===== config.mk =====
export PLATFORM = sky130hd
export DESIGN_NAME = lzbf_front_flat
export DESIGN_NICKNAME = d
export VERILOG_FILES = /design/src/hdl/lzbf_pkg.sv /design/src/hdl/lzbf_if.sv /design/src/hdl/lzbf_front.sv /design/src/flat_wrapper.sv
export SDC_FILE = /design/constraint.sdc
export NUM_CORES = 1
export LEC_CHECK = 0
export BUFFER_PORTS_ARGS = -buffer_cell sky130_fd_sc_hd__buf_2
export CELL_PAD_IN_SITES_DETAIL_PLACEMENT = 0
export CELL_PAD_IN_SITES_GLOBAL_PLACEMENT = 1
export CORE_UTILIZATION = 51
export DETAILED_ROUTE_END_ITERATION = 16
export HOLD_SLACK_MARGIN = 0.05
export PLACE_DENSITY = 0.94
export SYNTH_ARGS = -nofsm -noshare
export SYNTH_HDL_FRONTEND = slang
export SYNTH_SLANG_ARGS = --single-unit

===== constraint.sdc =====
create_clock -name clk -period 3.15 [get_ports clk]
set_clock_uncertainty 0.05 [all_clocks]
set_input_delay 0.63 -clock clk [delete_from_list [all_inputs] [get_ports clk]]
set_output_delay 0.63 -clock clk [all_outputs]
set_load 0.02 [all_outputs]

===== src/hdl/lzbf_pkg.sv =====
// ---------------------------------------------------------------------------
// lzbf_pkg: shared types and constants of the bit-flag LZ77 decompressor
// Holds the word layouts, window and header sizes, decode step codes and
// status codes used by the front, the back and the output interface.
// ---------------------------------------------------------------------------
package lzbf_pkg;

    localparam int WIN_BYTES  = 8192;
    localparam int WIN_AW     = $clog2(WIN_BYTES);
    localparam int LANE_BYTES = 8;
    localparam int SIZE_BITS  = 22;
    localparam int HDR_LEN    = 13;
    localparam int QUEUE_DEPTH = 4;
    localparam int QUEUE_AW    = $clog2(QUEUE_DEPTH);

    // Decode step codes of the token parser.
    localparam logic [4:0] DS_TOKEN = 5'd0;
    localparam logic [4:0] DS_KIND  = 5'd1;
    localparam logic [4:0] DS_LIT   = 5'd2;
    localparam logic [4:0] DS_LOFS  = 5'd3;
    localparam logic [4:0] DS_SOFS  = 5'd4;
    localparam logic [4:0] DS_LENB  = 5'd5;
    localparam logic [4:0] DS_L1    = 5'd6;
    localparam logic [4:0] DS_L2    = 5'd7;
    localparam logic [4:0] DS_L3    = 5'd8;
    localparam logic [4:0] DS_L4    = 5'd9;
    localparam logic [4:0] DS_L5    = 5'd10;
    localparam logic [4:0] DS_L6    = 5'd11;
    localparam logic [4:0] DS_L7    = 5'd12;
    localparam logic [4:0] DS_L8    = 5'd13;
    localparam logic [4:0] DS_C0    = 5'd14;
    localparam logic [4:0] DS_C1    = 5'd15;
    localparam logic [4:0] DS_C2    = 5'd16;
    localparam logic [4:0] DS_C3    = 5'd17;
    localparam logic [4:0] DS_C4    = 5'd18;
    localparam logic [4:0] DS_C5    = 5'd19;
    localparam logic [4:0] DS_C6    = 5'd20;
    localparam logic [4:0] DS_C7    = 5'd21;
    localparam logic [4:0] DS_C8    = 5'd22;
    localparam logic [4:0] DS_C9    = 5'd23;
    localparam logic [4:0] DS_S1    = 5'd24;
    localparam logic [4:0] DS_S2    = 5'd25;
    localparam logic [4:0] DS_S3    = 5'd26;
    localparam logic [4:0] DS_S4    = 5'd27;
    localparam logic [4:0] DS_S5    = 5'd28;

    // Status codes.
    localparam logic [1:0] STAT_OK    = 2'd0;
    localparam logic [1:0] STAT_SHORT = 2'd1;
    localparam logic [1:0] STAT_DIST  = 2'd2;

    typedef struct packed {
        logic [7:0] data_byte;
        logic       final_byte;
    } in_word_t;

    typedef struct packed {
        logic [8*LANE_BYTES-1:0] out_bytes;
        logic [3:0]              byte_count;
        logic                    run_end;
        logic                    stream_done;
        logic [1:0]              status;
    } out_word_t;

endpackage


===== src/hdl/lzbf_if.sv =====
// ---------------------------------------------------------------------------
// lzbf_if: stream channels of the decompressor
// One channel carries compressed input words, the other carries groups of
// decoded bytes. Both use a valid/ready handshake.
// ---------------------------------------------------------------------------
interface lzbf_in_if;
    logic       valid;
    logic       ready;
    logic [7:0] data_byte;
    logic       final_byte;

    modport source (output valid, output data_byte, output final_byte, input ready);
    modport sink   (input valid, input data_byte, input final_byte, output ready);
endinterface



===== src/hdl/lzbf_front.sv =====
// ---------------------------------------------------------------------------
// lzbf_front: input queue of the decompressor
// Takes compressed words from the input channel into a short queue so the
// input side keeps flowing while the back end decodes or copies.
// ---------------------------------------------------------------------------
module lzbf_front (
    input  logic              clk,
    input  logic              rst_n,
    lzbf_in_if.sink           in_ch,
    output lzbf_pkg::in_word_t q_word,
    output logic              q_valid,
    input  logic              q_ready
);
    import lzbf_pkg::*;

    in_word_t              slot_reg [QUEUE_DEPTH];
    logic [QUEUE_AW-1:0]   wr_ptr_reg;
    logic [QUEUE_AW-1:0]   rd_ptr_reg;
    logic [QUEUE_AW:0]     count_reg;
    logic                  push;
    logic                  pop;

    assign in_ch.ready = (count_reg < (QUEUE_AW+1)'(QUEUE_DEPTH));
    assign push        = in_ch.valid && in_ch.ready;
    assign q_valid     = (count_reg != '0);
    assign pop         = q_valid && q_ready;
    assign q_word      = slot_reg[rd_ptr_reg];

    // Queue storage.
    always_ff @(posedge clk)
    begin
        if (push)
        begin
            slot_reg[wr_ptr_reg] <= '{data_byte: in_ch.data_byte, final_byte: in_ch.final_byte};
        end
    end

    // Pointers and fill count.
    always_ff @(posedge clk or negedge rst_n)
    begin
        if (!rst_n)
        begin
            wr_ptr_reg <= '0;
            rd_ptr_reg <= '0;
            count_reg  <= '0;
        end
        else
        begin
            if (push)
            begin
                wr_ptr_reg <= wr_ptr_reg + QUEUE_AW'(1);
            end
            if (pop)
            begin
                rd_ptr_reg <= rd_ptr_reg + QUEUE_AW'(1);
            end
            if (push && !pop)
            begin
                count_reg <= count_reg + (QUEUE_AW+1)'(1);
            end
            else if (pop && !push)
            begin
                count_reg <= count_reg - (QUEUE_AW+1)'(1);
            end
        end
    end
endmodule


===== src/flat_wrapper.sv =====
// flat-port wrapper written by rule: the top's interface ports become plain ports
module lzbf_front_flat import lzbf_pkg::*;
  (clk, rst_n, q_word, q_valid, q_ready, in_ch_valid, in_ch_data_byte, in_ch_final_byte, in_ch_ready);
  lzbf_in_if in_ch_i ();
  input  logic clk;
  input  logic rst_n;
  output lzbf_pkg::in_word_t q_word;
  output logic q_valid;
  input  logic q_ready;
  input wire logic [$bits(in_ch_i.valid)-1:0] in_ch_valid;
  input wire logic [$bits(in_ch_i.data_byte)-1:0] in_ch_data_byte;
  input wire logic [$bits(in_ch_i.final_byte)-1:0] in_ch_final_byte;
  output wire logic [$bits(in_ch_i.ready)-1:0] in_ch_ready;
  assign in_ch_i.valid = in_ch_valid;
  assign in_ch_i.data_byte = in_ch_data_byte;
  assign in_ch_i.final_byte = in_ch_final_byte;
  assign in_ch_ready = in_ch_i.ready;
  lzbf_front u_core (.clk(clk), .rst_n(rst_n), .in_ch(in_ch_i), .q_word(q_word), .q_valid(q_valid), .q_ready(q_ready));
endmodule

==> impl_metrics.ini, run 1 <==
[timing]
slew_headroom_pct = 56.77
final_max_slew_viol_count = 0
max_freq_ghz = 0.3770
timing.final.crit_share_pct = 84.20
setup_violations = 0
rsz0062_at_grt = no
worst_slew_pin_slew_ns = 0.6484
finalHoldViolations = 0
min_period_ns = 2.652
fin_tns_setup_ns = 0
whs_ns = 0.4248

[cts]
cts_buffers = 5
cts_tree = yes
path_clk_slew_ns = 0.14
post_cts_resized = 0
cts_setup_buffers = 0
clk_path_buf_depth = 2
clock_latency_ns = 0.36
cts-htree-levels = 2
postCtsHoldBufs = 1
cts.sinks = 43
root_buffer = clkbuf_4

[power_and_ir_drop]
p_sw_uw = 589.5
swShare_pct = 35.06
power.share.clock_pct = 16.9
seqPwrFrac_pct = 50.3
intPower_uw = 1092
p_comb_share_pct = 32.9
vdd_ir_drop_max_mv = 0.5295
finalPower_uw = 1681
power_density_nw_per_um2 = 868.0
p_leak_uw = 0.0007012

[detailed_routing]
wirelength_mm = 2.666
wl_met1_mm = 1.116
avgViaCountPerCell = 5.179
wl_per_cell_um = 17.09
met3RoutedLength_um = 99
drtAntennaViolNets = 0
drtPass1Iterations = 4
top_layer_used = met4
vias = 808
drc = 0
wl_met2_mm = 1.398
dr.first_iter.drc_count = 17

[yosys]
synthTopCellsByArea = edfxtp_1 63%, mux4_2 10%, dfrtp_1 10%, ha_1 3.6%, xnor2_1 2.6%
ys_warn_count = 0
seq_area_frac_synth_pct = 73.18
yosysTopAreaCell = edfxtp_1
synthCells = 83
synth_area_um2 = 1717
synth_nets = 102
postSynthAreaPerCell_um2 = 20.68
yosysTopAreaCellShare_pct = 62.97
synth_seq_cells = 43
synth.distinct_cells = 20

[die]
die-area_um2 = 3602
pin_count = 24
start_util_pct = 54.88
core-area_um2 = 3128
fp.dieW_um = 60.02
die_h_um = 60.02
rows = 20

[global_route]
grt_use_total_pct = 17.97
grt_overflow = 0
grt_pass1_wl_mm = 4.195
first_global_vias = 844
grt_max_degree = 16
antenna_found_initial = 0

[finish]
n_antenna_cell = 0
largest_reg_flops = 36
final_cell_mix = 36 x edfxtp_1, 23 x buf_2, 8 x mux4_2
multiInputGateArea_um2 = 424.2
syn2layout_area_growth_pct = 12.83
drive_gt1_share_pct = 38.39
regArea_um2 = 1256
fill_cells = 235
layout.nets = 130
layout_commonest_cell = edfxtp_1

[critical_path]
cpPeakStageDelay_ns = 0.78
regToRegSetupSlack_ns = 1.08
critPathCaptureType = output port
critical_path.cell_chain = mux4_1 > buf_2
ff2ff_path_depth = 8
path_class = flip-flop to output port
crit_fanout = 11
required_ns = 2.47
regToRegStartpoint = u_core.count_reg[0]$_DFFE_PN0P_
r2r-end = u_core.count_reg[2]$_DFFE_PN0P_
cp-start-kind = flip-flop
critical_path_arrival_ns = 1.97
cp_slowest_cell = dfrtp_1

[run_status]
status = finished, final reports clean

[min_path]
hold_path_end = u_core.slot_reg[2][6]$_DFFE_PP_
hp-start = in_ch_data_byte[5]
holdPathStages = 1
hp-class = input port to flip-flop

[run]
cap_violations = 0

[placement]
gp_congestion = 0.6821
io_buffers = 23
dp_hpwl_mm = 1.783
## synthesized netlist by cell type (all sizes together)
master,number
xor2,1
xnor2,5
nand3,1
nor2,1
edfxtp,36
mux4,9
ha,5
fa,1
nand2,2
and2,4
buf,3
mux2,1
o21ai,1
or3,1
nor2b,1
inv,4
dfrtp,7
## power groups by stage
stage / logic (uW) / clock network, uW / registers [uW]
global placement: 532 / 0 / 852
global route: 602 / 310 / 870
floorplan: 485 / 0 / 785
finish: 552 / 284 / 845
detailed placement: 556 / 0 / 863
CTS: 560 / 284 / 851
## metal layers
layer | track usage, % | vias to the layer above
met3 | 5.844 | 7
met2 | 30.16 | 19
met1 | 20.63 | 411
met5 | 0 | -
li1 | - | 371
met4 | 8.970 | 0
## worst max-delay path, delay by kind of cell (launching register included)
kind | cells | cell delay (ns)
flops | 1 | 0.78
mux | 1 | 0.64
buf+inv | 1 | 0.18
## cell type report
cell class | instances | share of cell area, %
Sequential cell | 43 | 64.86
Clock buffer | 5 | 1.938
Clock inverter | 3 | 1.227
Tap cell | 44 | 2.842
Timing Repair Buffer | 24 | 6.460
Inverter | 4 | 0.7752
Multi-Input combinational cell | 33 | 21.90
## worst max-delay path by stage
stage                                     startpoint                              end  slack, ns  cells after the start
finish              u_core.rd_ptr_reg[0]$_DFFE_PN0P_                        q_word[1]       0.50                      2
global route        u_core.rd_ptr_reg[0]$_DFFE_PN0P_                        q_word[1]       0.32                      2
CTS                 u_core.rd_ptr_reg[0]$_DFFE_PN0P_                        q_word[1]       0.44                      2
detailed placement                       in_ch_valid  u_core.count_reg[2]$_DFFE_PN0P_       0.84                      8
global placement                         in_ch_valid  u_core.count_reg[2]$_DFFE_PN0P_       0.88                      8
floorplan            u_core.count_reg[0]$_DFFE_PN0P_  u_core.count_reg[2]$_DFFE_PN0P_       1.15                      8
## metrics by stage
stage | utilization (%) | cell area (um^2) | setup WS, ns | std cells
after floorplan | - | 1717 | 1.146 | 83
after global placement | 59.64 | 1866 | 0.8831 | 147
after detailed placement | 59.64 | 1866 | 0.8446 | 147
after CTS | 61.92 | 1937 | 0.4403 | 156
after global routing | 61.92 | 1937 | 0.3161 | 156
final | 61.92 | 1937 | 0.4977 | 156
## cells by family (layout without fill, tap and decap cells)
group | after synthesis | count (layout) | synth area share [%]
AOI/OAI and AO/OA | 1 | 1 | 0.2913
xor gates and xnor gates | 6 | 6 | 3.061
adders and majority gates | 6 | 6 | 4.811
buffers and inverters | 7 | 36 | 2.113
DFF | 43 | 43 | 73.18
muxes | 10 | 10 | 12.68
and+or+nand+nor | 10 | 10 | 3.863
Note: power is estimated with default switching activity, not from simulation.
==> run 2: changes to the inputs <==
--- a/config.mk
+++ b/config.mk
@@ -5,13 +5,14 @@
 export SDC_FILE = /design/constraint.sdc
 export NUM_CORES = 1
 export LEC_CHECK = 0
+export ABC_AREA = 1
 export BUFFER_PORTS_ARGS = -buffer_cell sky130_fd_sc_hd__buf_2
 export CELL_PAD_IN_SITES_DETAIL_PLACEMENT = 0
 export CELL_PAD_IN_SITES_GLOBAL_PLACEMENT = 1
-export CORE_UTILIZATION = 51
+export CORE_UTILIZATION = 41
 export DETAILED_ROUTE_END_ITERATION = 16
 export HOLD_SLACK_MARGIN = 0.05
-export PLACE_DENSITY = 0.94
+export PLACE_DENSITY = 0.86
 export SYNTH_ARGS = -nofsm -noshare
 export SYNTH_HDL_FRONTEND = slang
 export SYNTH_SLANG_ARGS = --single-unit
==> constraint.sdc (replaced) <==
create_clock -name clk -period 2.19 [get_ports clk]
set_clock_uncertainty 0.05 [all_clocks]
set_input_delay 0.438 -clock clk [delete_from_list [all_inputs] [get_ports clk]]
set_output_delay 0.438 -clock clk [all_outputs]
set_load 0.02 [all_outputs]
==> run 2 against run 1 <==
First-iteration DRC count rose to 3.9 times the previous value; global-route usage down 3.1 points; cell area up 16%; core utilization down 12 points; highest routed layer unchanged; combinational power up 120%; die area up 41%; non-clock buffer count up 7; via count up 40%; cell count up 58%; sequential cell count unchanged; critical endpoint is now q_word[7]; critical path depth up 2.
==> impl_metrics.ini, run 2 <==
[critical_path]
critPathLaunch = u_core.rd_ptr_reg[1]$_DFFE_PN0P_
cp-start-kind = flip-flop
critPathCaptureType = output port
required_ns = 1.70
critical_path.cell_chain = inv_2 > o211ai_2 > nand2_1 > buf_2
ff2ff_path_depth = 10
path_class = flip-flop to output port
regToRegStartpoint = u_core.count_reg[0]$_DFFE_PN0P_
cp_top_family = flip-flops
critical_path_arrival_ns = 1.50
crit_fanout = 10
r2r-end = u_core.count_reg[2]$_DFFE_PN0P_
cp_num_buf_inv = 2
regToRegSetupSlack_ns = 0.41
cpPeakStageDelay_ns = 0.52
cp_slowest_cell = dfrtp_1

[cts]
clk_path_buf_depth = 2
cts_setup_buffers = 0
root_buffer = clkbuf_8
cts-htree-levels = 2
path_clk_slew_ns = 0.08
cts.sinks = 43
cts_buffers = 5
clock_latency_ns = 0.30
cts_tree = yes

[finish]
syn2layout_area_growth_pct = 14.29
fin_area_um2 = 2242
n_antenna_cell = 0
layout.nets = 212
largest_reg_flops = 36
drive_gt1_share_pct = 30.93
fill_cells = 404
multiInputGateArea_um2 = 541.8
final_cell_mix = 44 x nand2_1, 36 x edfxtp_1, 27 x inv_1
regArea_um2 = 1256
stdcell_count = 246
layout_commonest_cell = nand2_1

[die]
start_util_pct = 43.85
core-area_um2 = 4474
die_h_um = 71.18
fp.dieW_um = 71.18
die-area_um2 = 5066
pin_count = 24
rows = 24

[yosys]
seq_area_frac_synth_pct = 64.03
yosysMostFrequentCell = nand2_1
yosysTopAreaCell = edfxtp_1
synth_edf_count = 36
synth_area_um2 = 1962
synthTopCellsByArea = edfxtp_1 55%, o211ai_2 11%, dfrtp_1 8.9%, nand2_1 8.4%, inv_1 5.2%
postSynthAreaPerCell_um2 = 12.26
synth_seq_cells = 43
yosysTopAreaCellShare_pct = 55.10
async_reset_ff_share_pct = 16.28
synth_nets = 179
synthCells = 160
synthFlopType = edfxtp_1
ys_warn_count = 0
yosys-top-cells-count = 44 x nand2_1, 36 x edfxtp_1, 27 x inv_1, 18 x o211ai_2, 7 x dfrtp_1
synth.distinct_cells = 18

[timing]
min_period_ns = 1.991
worst_slew_pin_slew_ns = 0.5259
final_max_slew_viol_count = 0
finalHoldViolations = 0
timing.final.crit_share_pct = 90.90
max_freq_ghz = 0.5023
setup_violations = 0
fin_tns_setup_ns = 0
setup_ws_ns = 0.1993
rsz0062_at_grt = no
slew_headroom_pct = 64.81

[detailed_routing]
wl_per_cell_um = 12.83
dr.first_iter.drc_count = 66
wirelength_mm = 3.156
drtAntennaViolNets = 0
avgViaCountPerCell = 4.610
drc = 0
vias = 1134
drtPass1Iterations = 6

[power_and_ir_drop]
p_leak_uw = 0.0009970
finalPower_uw = 2900
vdd_ir_drop_max_mv = 0.7222
power_density_nw_per_um2 = 1294

[global_route]
first_global_vias = 1162
antenna_found_initial = 0
grt_use_total_pct = 14.83
grt_overflow = 0
grt_pass1_wl_mm = 5.402
grt_max_degree = 22

[placement]
dp_slack_ns = 0.3794
io_buffers = 23
place_area_um2 = 2147
dp_hpwl_mm = 2.212
place_inst = 237
gp_congestion = 0.7588

[run]
cap_violations = 0

[run_status]
status = finished, final reports clean

[min_path]
hp-start = in_ch_data_byte[0]
holdPathStages = 1
hp-class = input port to flip-flop
hold_path_end = u_core.slot_reg[3][1]$_DFFE_PP_
==> run 2: worst max path at each step <==
| stage | to | slack (ns) | depth (start not counted) |
|---|---|---|---|
| floorplan | u_core.count_reg[2]$_DFFE_PN0P_ | 0.36 | 10 |
| global placement | u_core.count_reg[2]$_DFFE_PN0P_ | 0.42 | 10 |
| detailed placement | u_core.count_reg[2]$_DFFE_PN0P_ | 0.38 | 10 |
| CTS | q_word[7] | 0.16 | 4 |
| global route | q_word[2] | 0.09 | 4 |
| finish | q_word[7] | 0.20 | 4 |
==> run 2: kinds of logic (layout without fill, tap and decap cells) <==
logic type,count (synthesis),count (layout),share of synthesized area (%)
AOI/OAI and AO/OA,19,19,11.73
adders and majority gates,6,6,4.209
xor gates and xnor gates,2,2,0.8930
DFF,43,43,64.03
buffers and inverters,36,70,8.354
and+or+nand+nor,54,54,10.78
==> run 2: what timing repair did <==
item | in CTS | in global routing
hold buffers | 1 | 0
endpoints found under the hold margin | 7 | 0
resized for setup | 0 | 0
==> run 2: cell type report <==
class                   instances  area share, %
inverters                      31          5.190
clock buffers                   6          3.237
flip-flops and latches         43          56.03
repair buffers                 31          7.924
multi-input cells              81          24.16
clock inverters                 2         0.5580
well taps                      52          2.902
==> run 2: through the flow <==
step	utilization, %	hold slack [ns]
after floorplan	-	0.09241
after detailed placement	47.99	0.2361
after global placement	47.99	0.2336
after CTS	50.11	0.2961
final	50.11	0.3017
after global routing	50.11	0.2872
==> run 2: power breakdown <==
| group | switching, uW | internal [uW] |
|---|---|---|
| clock network | 260 | 223 |
| logic | 795 | 443 |
| registers | 110 | 1070 |
==> run 2: per-layer routing <==
layer / up-vias / routed length, um / global-route usage (%)
met4: 0 / 87 / 9.333
met2: 19 / 1526 / 24.34
li1: 591 / - / -
met3: 8 / 109 / 3.704
met1: 516 / 1433 / 17.42
met5: - / 0 / 0
